===== src/hdl/ccu_pkg.sv =====
// ----------------------------------------------------------------------------
// Combinatorial count unit package
// Shared widths, operation codes and status codes for the count unit and
// its port checker.
// ----------------------------------------------------------------------------
package ccu_pkg;

    // Field widths of the item channels.
    localparam int OP_W     = 3;
    localparam int CNT_W    = 6;
    localparam int VALUE_W  = 64;
    localparam int STATUS_W = 2;

    // Largest count that is accepted and width of the exact result.
    localparam int MAX_COUNT    = 63;
    localparam int RESULT_WIDTH = 64;

    // Step factors reach n + k - 1, one bit wider than a count.
    localparam int FAC_W = CNT_W + 1;

    // Product of the accumulator and one factor, padded to whole bytes for
    // the divider, which retires eight quotient bits per cycle.
    localparam int PROD_W      = RESULT_WIDTH + FAC_W;
    localparam int DIV_W       = ((PROD_W + 7) / 8) * 8;
    localparam int DIV_CYCLES  = DIV_W / 8;
    localparam int DCNT_W      = $clog2(DIV_CYCLES);

    // Operation codes.
    localparam logic [OP_W-1:0] OP_POWER = 3'd0;
    localparam logic [OP_W-1:0] OP_PERM  = 3'd1;
    localparam logic [OP_W-1:0] OP_MULTI = 3'd2;
    localparam logic [OP_W-1:0] OP_COMB  = 3'd3;
    localparam logic [OP_W-1:0] OP_FACT  = 3'd4;

    // Status codes.
    localparam logic [STATUS_W-1:0] ST_OK       = 2'd0;
    localparam logic [STATUS_W-1:0] ST_INVALID  = 2'd1;
    localparam logic [STATUS_W-1:0] ST_OVERFLOW = 2'd2;

endpackage


===== src/hdl/combinatorial_count_unit.sv =====
// ----------------------------------------------------------------------------
// Combinatorial count unit
// Computes n^k, k-permutations, combinations with repetition, combinations
// or n! exactly, with invalid-input and overflow flags.
// ----------------------------------------------------------------------------
// Usage:
// The input channel (in_valid / in_stall) carries op, count_n and count_k.
// The output channel (out_valid / out_stall) returns one item per input
// item: value and status. Status is ok, invalid input or overflow; value
// is zero unless status is ok.
// The block works on one item at a time and holds in_stall high until the
// result has been loaded into the output register.
// Each item runs a loop of steps on the shared 64 x 7 multiplier; the two
// binomial forms also pass every product through the radix-256 exact
// divider. The number of steps is k for power and permutations, n for
// factorial and min(k, m - k) for the binomials.
// An overflow ends the loop early. Invalid items skip the loop and go to S_FIN.
// When the receiver stalls, the result stays in the output register and
// the next finished result waits in the sequencer until it is taken.
// Reset clears the sequencer and the output valid flag.
// ----------------------------------------------------------------------------
module combinatorial_count_unit (
    input  logic                           clk,
    input  logic                           rst_n,
    input  logic                           in_valid,
    output logic                           in_stall,
    input  logic [ccu_pkg::OP_W-1:0]       op,
    input  logic [ccu_pkg::CNT_W-1:0]      count_n,
    input  logic [ccu_pkg::CNT_W-1:0]      count_k,
    output logic                           out_valid,
    input  logic                           out_stall,
    output logic [ccu_pkg::VALUE_W-1:0]    value,
    output logic [ccu_pkg::STATUS_W-1:0]   status
);
    import ccu_pkg::*;

    // Sequencer state codes.
    localparam logic [1:0] S_IDLE = 2'd0;
    localparam logic [1:0] S_MUL  = 2'd1;
    localparam logic [1:0] S_DIV  = 2'd2;
    localparam logic [1:0] S_FIN  = 2'd3;

    localparam logic [CNT_W+1:0] MAX_CNT = (CNT_W+2)'(MAX_COUNT);

    logic [1:0]              state_reg,     state_next;
    logic                    power_reg,     power_next;
    logic                    binom_reg,     binom_next;
    logic [FAC_W-1:0]        m_reg,         m_next;
    logic [CNT_W-1:0]        cnt_reg,       cnt_next;
    logic [CNT_W-1:0]        i_reg,         i_next;
    logic [RESULT_WIDTH-1:0] acc_reg,       acc_next;
    logic [DIV_W-1:0]        dq_reg,        dq_next;
    logic [FAC_W-1:0]        rem_reg,       rem_next;
    logic [DCNT_W-1:0]       dcnt_reg,      dcnt_next;
    logic [STATUS_W-1:0]     st_reg,        st_next;
    logic                    out_valid_reg, out_valid_next;
    logic [VALUE_W-1:0]      value_reg,     value_next;
    logic [STATUS_W-1:0]     status_reg,    status_next;

    logic                    in_accept;
    logic                    out_free;
    logic                    bad_in;
    logic [FAC_W-1:0]        m_in;
    logic [FAC_W-1:0]        other_in;
    logic [FAC_W-1:0]        j_in;
    logic [CNT_W-1:0]        cnt_in;
    logic [FAC_W-1:0]        factor;
    logic [FAC_W-1:0]        den;
    logic [PROD_W-1:0]       prod;
    logic [FAC_W-1:0]        rem_v;
    logic [7:0]              top_bits;
    logic [7:0]              qbits;
    logic [7:0]              trial;

    assign in_accept = in_valid && (state_reg == S_IDLE);
    assign out_free  = !out_valid_reg || !out_stall;

    // Operand check and loop setup for a new item.
    always_comb
    begin
        bad_in = 1'b0;
        if (op > OP_FACT)
            bad_in = 1'b1;
        if ({2'b00, count_n} > MAX_CNT)
            bad_in = 1'b1;
        if (op == OP_FACT)
        begin
            if (count_n == '0)
                bad_in = 1'b1;
        end
        else
        begin
            if ({2'b00, count_k} > MAX_CNT || count_k == '0 || count_n < count_k)
                bad_in = 1'b1;
        end

        if (op == OP_MULTI)
            m_in = {1'b0, count_n} + {1'b0, count_k} - FAC_W'(1);
        else
            m_in = {1'b0, count_n};

        // The binomials run over the smaller of k and m - k.
        other_in = m_in - {1'b0, count_k};
        j_in     = ({1'b0, count_k} < other_in) ? {1'b0, count_k} : other_in;

        if (op == OP_FACT)
            cnt_in = count_n;
        else if (op == OP_MULTI || op == OP_COMB)
            cnt_in = j_in[CNT_W-1:0];
        else
            cnt_in = count_k;
    end

    // Shared multiplier: accumulator times the current step factor.
    assign factor = power_reg ? m_reg : (m_reg - {1'b0, i_reg});
    assign den    = {1'b0, i_reg} + FAC_W'(1);
    assign prod   = PROD_W'(acc_reg) * PROD_W'(factor);

    // Exact divider: eight restoring steps on the top byte of the dividend.
    always_comb
    begin
        rem_v    = rem_reg;
        top_bits = dq_reg[DIV_W-1 -: 8];
        qbits    = '0;
        trial    = '0;
        for (int b = 7; b >= 0; b--)
        begin
            trial = {rem_v, top_bits[b]};
            if (trial >= {1'b0, den})
            begin
                rem_v    = FAC_W'(trial - {1'b0, den});
                qbits[b] = 1'b1;
            end
            else
            begin
                rem_v = trial[FAC_W-1:0];
            end
        end
    end

    // Sequencer and datapath next values.
    always_comb
    begin
        state_next     = state_reg;
        power_next     = power_reg;
        binom_next     = binom_reg;
        m_next         = m_reg;
        cnt_next       = cnt_reg;
        i_next         = i_reg;
        acc_next       = acc_reg;
        dq_next        = dq_reg;
        rem_next       = rem_reg;
        dcnt_next      = dcnt_reg;
        st_next        = st_reg;
        out_valid_next = out_valid_reg;
        value_next     = value_reg;
        status_next    = status_reg;

        if (out_valid_reg && !out_stall)
            out_valid_next = 1'b0;

        case (state_reg)
            S_IDLE:
            begin
                if (in_accept)
                begin
                    power_next = (op == OP_POWER);
                    binom_next = (op == OP_MULTI) || (op == OP_COMB);
                    m_next     = m_in;
                    cnt_next   = cnt_in;
                    i_next     = '0;
                    acc_next   = RESULT_WIDTH'(1);
                    if (bad_in)
                    begin
                        st_next    = ST_INVALID;
                        state_next = S_FIN;
                    end
                    else
                    begin
                        st_next    = ST_OK;
                        state_next = S_MUL;
                    end
                end
            end

            S_MUL:
            begin
                if (i_reg == cnt_reg)
                begin
                    state_next = S_FIN;
                end
                else if (binom_reg)
                begin
                    dq_next    = DIV_W'(prod);
                    rem_next   = '0;
                    dcnt_next  = '0;
                    state_next = S_DIV;
                end
                else if (prod[PROD_W-1:RESULT_WIDTH] != '0)
                begin
                    st_next    = ST_OVERFLOW;
                    state_next = S_FIN;
                end
                else
                begin
                    acc_next = prod[RESULT_WIDTH-1:0];
                    i_next   = i_reg + CNT_W'(1);
                end
            end

            S_DIV:
            begin
                dq_next   = {dq_reg[DIV_W-9:0], qbits};
                rem_next  = rem_v;
                dcnt_next = dcnt_reg + DCNT_W'(1);
                if (dcnt_reg == DCNT_W'(DIV_CYCLES - 1))
                begin
                    // Quotient is the next binomial coefficient.
                    if (dq_next[DIV_W-1:RESULT_WIDTH] != '0)
                    begin
                        st_next    = ST_OVERFLOW;
                        state_next = S_FIN;
                    end
                    else
                    begin
                        acc_next   = dq_next[RESULT_WIDTH-1:0];
                        i_next     = i_reg + CNT_W'(1);
                        state_next = S_MUL;
                    end
                end
            end

            S_FIN:
            begin
                if (out_free)
                begin
                    out_valid_next = 1'b1;
                    status_next    = st_reg;
                    value_next     = (st_reg == ST_OK) ? VALUE_W'(acc_reg) : '0;
                    state_next     = S_IDLE;
                end
            end

            default:
            begin
                state_next = S_IDLE;
            end
        endcase
    end

    // Control registers.
    always_ff @(posedge clk or negedge rst_n)
    begin
        if (!rst_n)
        begin
            state_reg     <= S_IDLE;
            out_valid_reg <= 1'b0;
        end
        else
        begin
            state_reg     <= state_next;
            out_valid_reg <= out_valid_next;
        end
    end

    // Payload registers.
    always_ff @(posedge clk)
    begin
        power_reg  <= power_next;
        binom_reg  <= binom_next;
        m_reg      <= m_next;
        cnt_reg    <= cnt_next;
        i_reg      <= i_next;
        acc_reg    <= acc_next;
        dq_reg     <= dq_next;
        rem_reg    <= rem_next;
        dcnt_reg   <= dcnt_next;
        st_reg     <= st_next;
        value_reg  <= value_next;
        status_reg <= status_next;
    end

    assign in_stall  = (state_reg != S_IDLE);
    assign out_valid = out_valid_reg;
    assign value     = value_reg;
    assign status    = status_reg;

endmodule


===== config.mk =====
export PLATFORM = sky130hd
export DESIGN_NAME = combinatorial_count_unit
export DESIGN_NICKNAME = d
export VERILOG_FILES = /design/src/hdl/ccu_pkg.sv /design/src/hdl/combinatorial_count_unit.sv
export SDC_FILE = /design/constraint.sdc
export NUM_CORES = 2
export LEC_CHECK = 0
export ABC_AREA = 0
export CORE_MARGIN = 5
export CORE_UTILIZATION = 60
export CTS_BUF_LIST = sky130_fd_sc_hd__clkbuf_4 sky130_fd_sc_hd__clkbuf_8
export DETAILED_ROUTE_END_ITERATION = 6
export DONT_BUFFER_PORTS = 1
export HOLD_SLACK_MARGIN = 0.03
export PLACE_DENSITY = 0.85
export SLEW_MARGIN = 40
export SYNTH_ARGS = -nofsm -noshare
export SYNTH_HDL_FRONTEND = slang
export SYNTH_SLANG_ARGS = --single-unit

===== constraint.sdc =====
create_clock -name clk -period 34.3 [get_ports clk]
set_clock_uncertainty 0.15 [all_clocks]
set_input_delay 6.86 -clock clk [delete_from_list [all_inputs] [get_ports clk]]
set_output_delay 6.86 -clock clk [all_outputs]
set_load 0.02 [all_outputs]

; Yosys cells after proc, flatten, opt, wreduce, memory -nomap -nowiden
; Index checks and enable logic that the tools add are counted.
; Widths: inputs -> output; s select.
[classes]
add_sub_neg = 15
multipliers = 1
order_cmp = 11
n_eq_ne = 19
muxes = 68
reduce_logical = 23
[ops]
columns = operator, count
row1 = $mux 64, 6
row2 = $pmux 64 s3, 1
row3 = $mux 72, 2
row4 = $pmux 72 s2, 1
row5 = $mux 7, 12
row6 = $mul 64x7->71, 1
row7 = $ge 8x7->1, 8
row8 = $sub 7x7->7, 8
row9 = $mux 6, 9
row10 = $mux 2, 14
row11 = $ne 2x2->1 const B, 10
row12 = $pmux 6 s3, 1
row13 = $mux 1, 16
row14 = $pmux 7 s2, 1
row15 = $reduce_and 7->1, 2
row16 = $sub 7x6->7, 2
row17 = $logic_not 6->1, 2
row18 = $mux 4, 2
row19 = $pmux 2 s4, 1
row20 = $pmux 4 s2, 1
row21 = $reduce_bool 8->1, 1
row22 = $add 6x1->7 const B, 1
row23 = $add 6x6->7, 1
row24 = $lt 6x7->1, 1
row25 = 24 further kinds, 33
[totals]
register_bits = 239
input_bits = 19
wordCells = 151

; Depth between registers and ports, before layout
[logic_depth]
ltp_word = 20
ltp_mapped = 79

; Worst setup path before layout
; Ideal clock, no wire load.
[synth_timing]
path_kind = register -> register
from = register i_reg[0]
to = register acc_reg[0] (data pin)
setup_time_ps = 274
arrival_time_ps = 16259
t_required_ps = 33876
setup_slack_ps = 17617
path_stages_with_launch = 78
path_buffers = 3
synth_period_minus_slack_ps = 16683
path_cell_list = edfxtp_1 ha_1 xnor2_1 ha_1 nand2b_1 a21o_1 a21boi_2 o311ai_1 nand2_1 o21a_1 ha_1 a21oi_1 o21a_1 a21oi_1 nor3_1 o221ai_1 or2_1 buf_2 [... 42 more ...] nor2_1 o21bai_1 a21oi_1 o21ai_0 a21oi_1 and2_0 buf_2 mux2_4 ha_1 a21o_1 a21oi_1 inv_1 a21oi_1 o21a_1 nor2_1 o311a_1 o21ai_1 o211ai_1
[synth_between]
elab_chain_cells = 20
[synth_lines]
columns = item, line_no
row1 = start: declaration, combinatorial_count_unit.sv:50  ; logic [CNT_W-1:0] i_reg, i_next;
row2 = start signal: assignment, combinatorial_count_unit.sv:273  ; i_reg <= i_next;
row3 = $add 6x1->7, combinatorial_count_unit.sv:116  ; assign den = {1'b0, i_reg} + FAC_W'(1);
row4 = $sub 7x7->7 / $ge 8x7->1 (equally long branches), "combinatorial_count_unit.sv:131, combinatorial_count_unit.sv:129"
row5 = $mux 7, combinatorial_count_unit.sv:129  ; if (trial >= {1'b0, den})
row6 = $sub 7x7->7 / $ge 8x7->1 (equally long branches), "combinatorial_count_unit.sv:131, combinatorial_count_unit.sv:129"
row7 = $mux 7, combinatorial_count_unit.sv:129
row8 = $sub 7x7->7 / $ge 8x7->1 (equally long branches), "combinatorial_count_unit.sv:131, combinatorial_count_unit.sv:129"
row9 = $mux 7, combinatorial_count_unit.sv:129
row10 = $sub 7x7->7 / $ge 8x7->1 (equally long branches), "combinatorial_count_unit.sv:131, combinatorial_count_unit.sv:129"
row11 = [... 5 more ...], --
row12 = $sub 7x7->7 / $ge 8x7->1 (equally long branches), "combinatorial_count_unit.sv:131, combinatorial_count_unit.sv:129"
row13 = $mux 7, combinatorial_count_unit.sv:129
row14 = $ge 8x7->1, combinatorial_count_unit.sv:129
row15 = $mux 1, combinatorial_count_unit.sv:129
row16 = $mux 64, combinatorial_count_unit.sv:219  ; if (dq_next[DIV_W-1:RESULT_WIDTH] != '0)
row17 = $mux 64, combinatorial_count_unit.sv:216  ; if (dcnt_reg == DCNT_W'(DIV_CYCLES - 1))
row18 = $pmux 64 s3 *, combinatorial_count_unit.sv:162  ; case (state_reg)
row19 = named net acc_next[0], combinatorial_count_unit.sv:51  ; logic [RESULT_WIDTH-1:0] acc_reg, acc_next;
row20 = end signal: assignment, combinatorial_count_unit.sv:274  ; acc_reg <= acc_next;
row21 = end: declaration, combinatorial_count_unit.sv:51
; The timed path passes the listed nets; every way through them passes the cells marked *. The select of a mux whose other input is x is not followed.
; A chain may end at the register's enable or synchronous reset.

; Worst setup path in the final report
[layout_timing]
from = register i_reg[0]
to = register rem_reg[4] (data pin)
[layout_between]
elab_chain_cells = 18
[layout_lines]
columns = item, line_no
row1 = $add 6x1->7 *, combinatorial_count_unit.sv:116
row2 = named net den[1], combinatorial_count_unit.sv:68  ; logic [FAC_W-1:0] den;
row3 = $sub 7x7->7 / $ge 8x7->1 (equally long branches), "combinatorial_count_unit.sv:131, combinatorial_count_unit.sv:129"
row4 = $mux 7, combinatorial_count_unit.sv:129
row5 = $sub 7x7->7 / $ge 8x7->1 (equally long branches), "combinatorial_count_unit.sv:131, combinatorial_count_unit.sv:129"
row6 = $mux 7, combinatorial_count_unit.sv:129
row7 = $sub 7x7->7 / $ge 8x7->1 (equally long branches), "combinatorial_count_unit.sv:131, combinatorial_count_unit.sv:129"
row8 = $mux 7, combinatorial_count_unit.sv:129
row9 = [... 3 more ...], --
row10 = $mux 7, combinatorial_count_unit.sv:129
row11 = $sub 7x7->7 / $ge 8x7->1 (equally long branches), "combinatorial_count_unit.sv:131, combinatorial_count_unit.sv:129"
row12 = $mux 7, combinatorial_count_unit.sv:129
row13 = $ge 8x7->1 / $sub 7x7->7 (equally long branches), "combinatorial_count_unit.sv:129, combinatorial_count_unit.sv:131"
row14 = $mux 7, combinatorial_count_unit.sv:129
row15 = $sub 7x7->7 / $ge 8x7->1 (equally long branches), "combinatorial_count_unit.sv:131, combinatorial_count_unit.sv:129"
row16 = $mux 7 *, combinatorial_count_unit.sv:129
row17 = $pmux 7 s2 *, combinatorial_count_unit.sv:162
row18 = end signal: assignment, combinatorial_count_unit.sv:276  ; rem_reg <= rem_next;
row19 = end: declaration, combinatorial_count_unit.sv:53  ; logic [FAC_W-1:0] rem_reg, rem_next;
; The timed path passes the listed nets; every way through them passes the cells marked *.

==> load_flow_metrics.sql <==
INSERT INTO impl_metrics (metric_group, metric, value, unit) VALUES
('synthesis', 'async_reset_ff_share', '1.26', '%'),
('floorplanning', 'fp.dieH', '225', 'um'),
('sta', 'setup_viol', '0', ''),
('floorplanning', 'placeableCoreArea', '45500', 'um2'),
('clock_tree', 'cts-resized-gates', '0', ''),
('hold_path', 'hold_class', 'reg -> reg', ''),
('global_route', 'global_route.usage.total', '27.9', '%'),
('worst_setup_path', 'critical_path.reg2reg.endpoint', 'rem_reg[4]', ''),
('global_route', 'global_route.overflow_total', '0', ''),
('synthesis', 'synthMostInstantiatedCell', 'sky130_fd_sc_hd__nand2_1', ''),
('detailed_routing', 'dr_vias_cell', '6.13', ''),
('worst_setup_path', 'path_max_fanout', '15', ''),
('global_route', 'first_global_vias', '22700', ''),
('synthesis', 'synth_nets', '3470', ''),
('sta', 'final_min_period_over_clock_period', '57.4', '%'),
('placed_design', 'io_buffers', '0', ''),
('run_status', 'outcome', 'completed', ''),
('final_layout', 'layout-drive-gt1-share', '6.11', '%'),
('sta', 'report.final.hold_viol_count', '0', ''),
('floorplanning', 'dieArea', '50500', 'um2'),
('hold_path', 'hold-path-cell-count', '0', ''),
('sta', 'rsz0062_at_grt', 'no', ''),
('final_layout', 'layout_overhead_on_the_synthesized_area', '5.59', '%'),
('worst_setup_path', 'worstSetupPathDepth', '73', ''),
('floorplanning', 'io_pins', '87', ''),
('synthesis', 'post_synth_edffs', '236', ''),
('synthesis', 'synth_top_area_share', '25.6', '%'),
('worst_setup_path', 'r2r.worst_path.cells', '73', ''),
('clock_tree', 'htreeDepth', '2', ''),
('clock_tree', 'clock-sinks', '239', ''),
('clock_tree', 'cts_made_buffers', '44', ''),
('hold_path', 'hold_start', 'st_reg[1]', ''),
('hold_path', 'worstHoldEndpoint', 'status[1]', ''),
('worst_setup_path', 'cp_common_cell', 'sky130_fd_sc_hd__a21oi_1', ''),
('worst_setup_path', 'required', '34.48', 'ns'),
('detailed_routing', 'dr_total_vias', '21700', ''),
('sta', 'timing.fmax', '0.0508', 'GHz'),
('clock_tree', 'register_clock_pin_slew_on_the_reported_worst_setup_and_hold_paths', '0.07', 'ns'),
('flow_run', 'max_cap_violations', '0', ''),
('global_route', 'number_of_antenna_violations_at_the_first_check_in_global_routing', '2', ''),
('worst_setup_path', 'critical_path.max_stage_delay', '0.61', 'ns'),
('clock_tree', 'source_to_sink_clock_delay_at_the_later_pin_of_the_worst_skew_pair', '0.62', 'ns'),
('synthesis', 'post_synth_num_cell_types', '88', ''),
('worst_setup_path', 'setup.worst_path.start_class', 'flop', ''),
('detailed_routing', 'totalWireLength', '70000', 'um'),
('worst_setup_path', 'critical_path.endpoint_type', 'flop', ''),
('clock_tree', 'ctsHoldBuffers', '0', ''),
('floorplanning', 'die_w', '225', 'um'),
('sta', 'final_max_slew_viol_count', '0', ''),
('worst_setup_path', 'reg2reg_setup_slack', '14.63', 'ns'),
('detailed_routing', 'drt-initial-drc-count', '1965', ''),
('clock_tree', 'cts_setup_buffers', '0', ''),
('sta', 'period_minus_slack', '19.67', 'ns'),
('clock_tree', 'clockBufferDepth', '3', ''),
('global_route', 'grt_pass1_wl', '115000', 'um'),
('worst_setup_path', 'rr_startpoint', 'i_reg[0]', ''),
('synthesis', 'ys.warnings.count', '0', ''),
('worst_setup_path', 'crit_buf_inv', '3', ''),
('placed_design', 'dpl.hpwl', '51400', 'um'),
('floorplanning', 'floorplan.initialDensity', '60.8', '%'),
('global_route', 'grt_max_degree', '84', ''),
('worst_setup_path', 'cpMaxStageDelayCell', 'sky130_fd_sc_hd__clkinv_1', ''),
('worst_setup_path', 'critical_path.top_delay_family', 'compound AO/OA/AOI/OAI gates', ''),
('placed_design', 'finalWeightedCongestion', '0.900', ''),
('worst_setup_path', 'worstSetupPathType', 'reg -> reg', ''),
('final_layout', 'finalNetCount', '3419', ''),
('synthesis', 'post_synth_instance_area', '27600', 'um2'),
('synthesis', 'synth.ff_latch_count', '239', ''),
('sta', 'relSlewSlack', '41.2', '%'),
('detailed_routing', 'remaining_drc_errors', '0', ''),
('clock_tree', 'clock_tree_from_tritoncts', 'yes', '');
## area by class of cell
cell class | instances | area (um2)
Fill cell | 3574 | 16300
Inverter | 312 | 1170
Timing Repair Buffer | 21 | 196
Clock inverter | 27 | 234
Clock buffer | 54 | 687
Multi-Input combinational cell | 2277 | 19000
Sequential cell | 239 | 7160
Tap cell | 600 | 751
## cell usage in the layout, fill, tap and decap left out, types with 6 or more instances in the layout
master,instances
sky130_fd_sc_hd__a211oi_1,8
sky130_fd_sc_hd__a21bo_2,17
sky130_fd_sc_hd__a21boi_0,57
sky130_fd_sc_hd__a21o_1,86
sky130_fd_sc_hd__a21oi_1,141
sky130_fd_sc_hd__a31oi_1,11
sky130_fd_sc_hd__and2_1,162
sky130_fd_sc_hd__and3_1,14
sky130_fd_sc_hd__buf_4,13
sky130_fd_sc_hd__buf_6,7
sky130_fd_sc_hd__clkbuf_4,9
sky130_fd_sc_hd__clkbuf_8,45
sky130_fd_sc_hd__clkinv_1,12
sky130_fd_sc_hd__clkinv_2,7
sky130_fd_sc_hd__edfxtp_1,236
sky130_fd_sc_hd__fa_1,320
sky130_fd_sc_hd__ha_1,182
sky130_fd_sc_hd__inv_1,307
sky130_fd_sc_hd__mux2_2,21
sky130_fd_sc_hd__mux2i_1,25
sky130_fd_sc_hd__nand2_1,625
sky130_fd_sc_hd__nand2b_1,23
sky130_fd_sc_hd__nand3_1,32
sky130_fd_sc_hd__nand4_1,26
sky130_fd_sc_hd__nor2_1,80
sky130_fd_sc_hd__nor2b_1,34
sky130_fd_sc_hd__nor3_1,24
sky130_fd_sc_hd__nor4_1,10
sky130_fd_sc_hd__o211ai_1,9
sky130_fd_sc_hd__o21a_1,18
sky130_fd_sc_hd__o21ai_0,73
sky130_fd_sc_hd__o21bai_1,21
sky130_fd_sc_hd__o31ai_1,10
sky130_fd_sc_hd__or2_2,6
sky130_fd_sc_hd__xnor2_1,76
sky130_fd_sc_hd__xor2_1,43
## metal layers
layer	routed length (um)	global-route usage, %	up-vias
met5	0	0	-
met2	34400	47.6	1049
met4	2720	11.0	0
li1	-	-	9719
met1	27300	35.9	10700
met3	5630	4.55	222
## kinds of logic (layout without fill, tap and decap cells)
| logic type | after synthesis | count (layout) | share of synthesized area (%) |
|---|---|---|---|
| muxes | 50 | 50 | 1.99 |
| AOI/OAI and AO/OA | 534 | 534 | 13.2 |
| xor gates and xnor gates | 120 | 120 | 3.80 |
| and+or+nand+nor | 1068 | 1068 | 17.7 |
| buffers and inverters | 430 | 414 | 5.87 |
| DFF | 239 | 239 | 25.9 |
| adders and majority gates | 505 | 505 | 31.5 |
## per-stage QoR
stage	instances	hold slack (ns)	util [%]	cell area [um2]	setup WS, ns
2_1_floorplan	2946	0.277	-	27600	17.62
3_3_place_gp	3448	0.353	62.0	28200	15.46
3_5_place_dp	3448	0.365	62.1	28200	14.92
4_1_cts	3529	0.372	64.1	29200	14.82
5_1_grt	3530	0.389	64.2	29200	12.75
6_report	3530	0.371	64.2	29200	14.63
## worst max path at each step
stage / startpoint / to / slack, ns
final: i_reg[0] / rem_reg[4] / 14.63
after detailed placement: i_reg[0] / rem_reg[4] / 14.92
after floorplan: i_reg[0] / acc_reg[0] / 17.62
after CTS: i_reg[0] / rem_reg[4] / 14.82
after global routing: i_reg[0] / rem_reg[4] / 12.75
after global placement: i_reg[0] / rem_reg[6] / 15.46
Power is left out: the tool's default activity adds up to more than one toggle a clock period on the data nets, which glitch-free logic cannot reach.
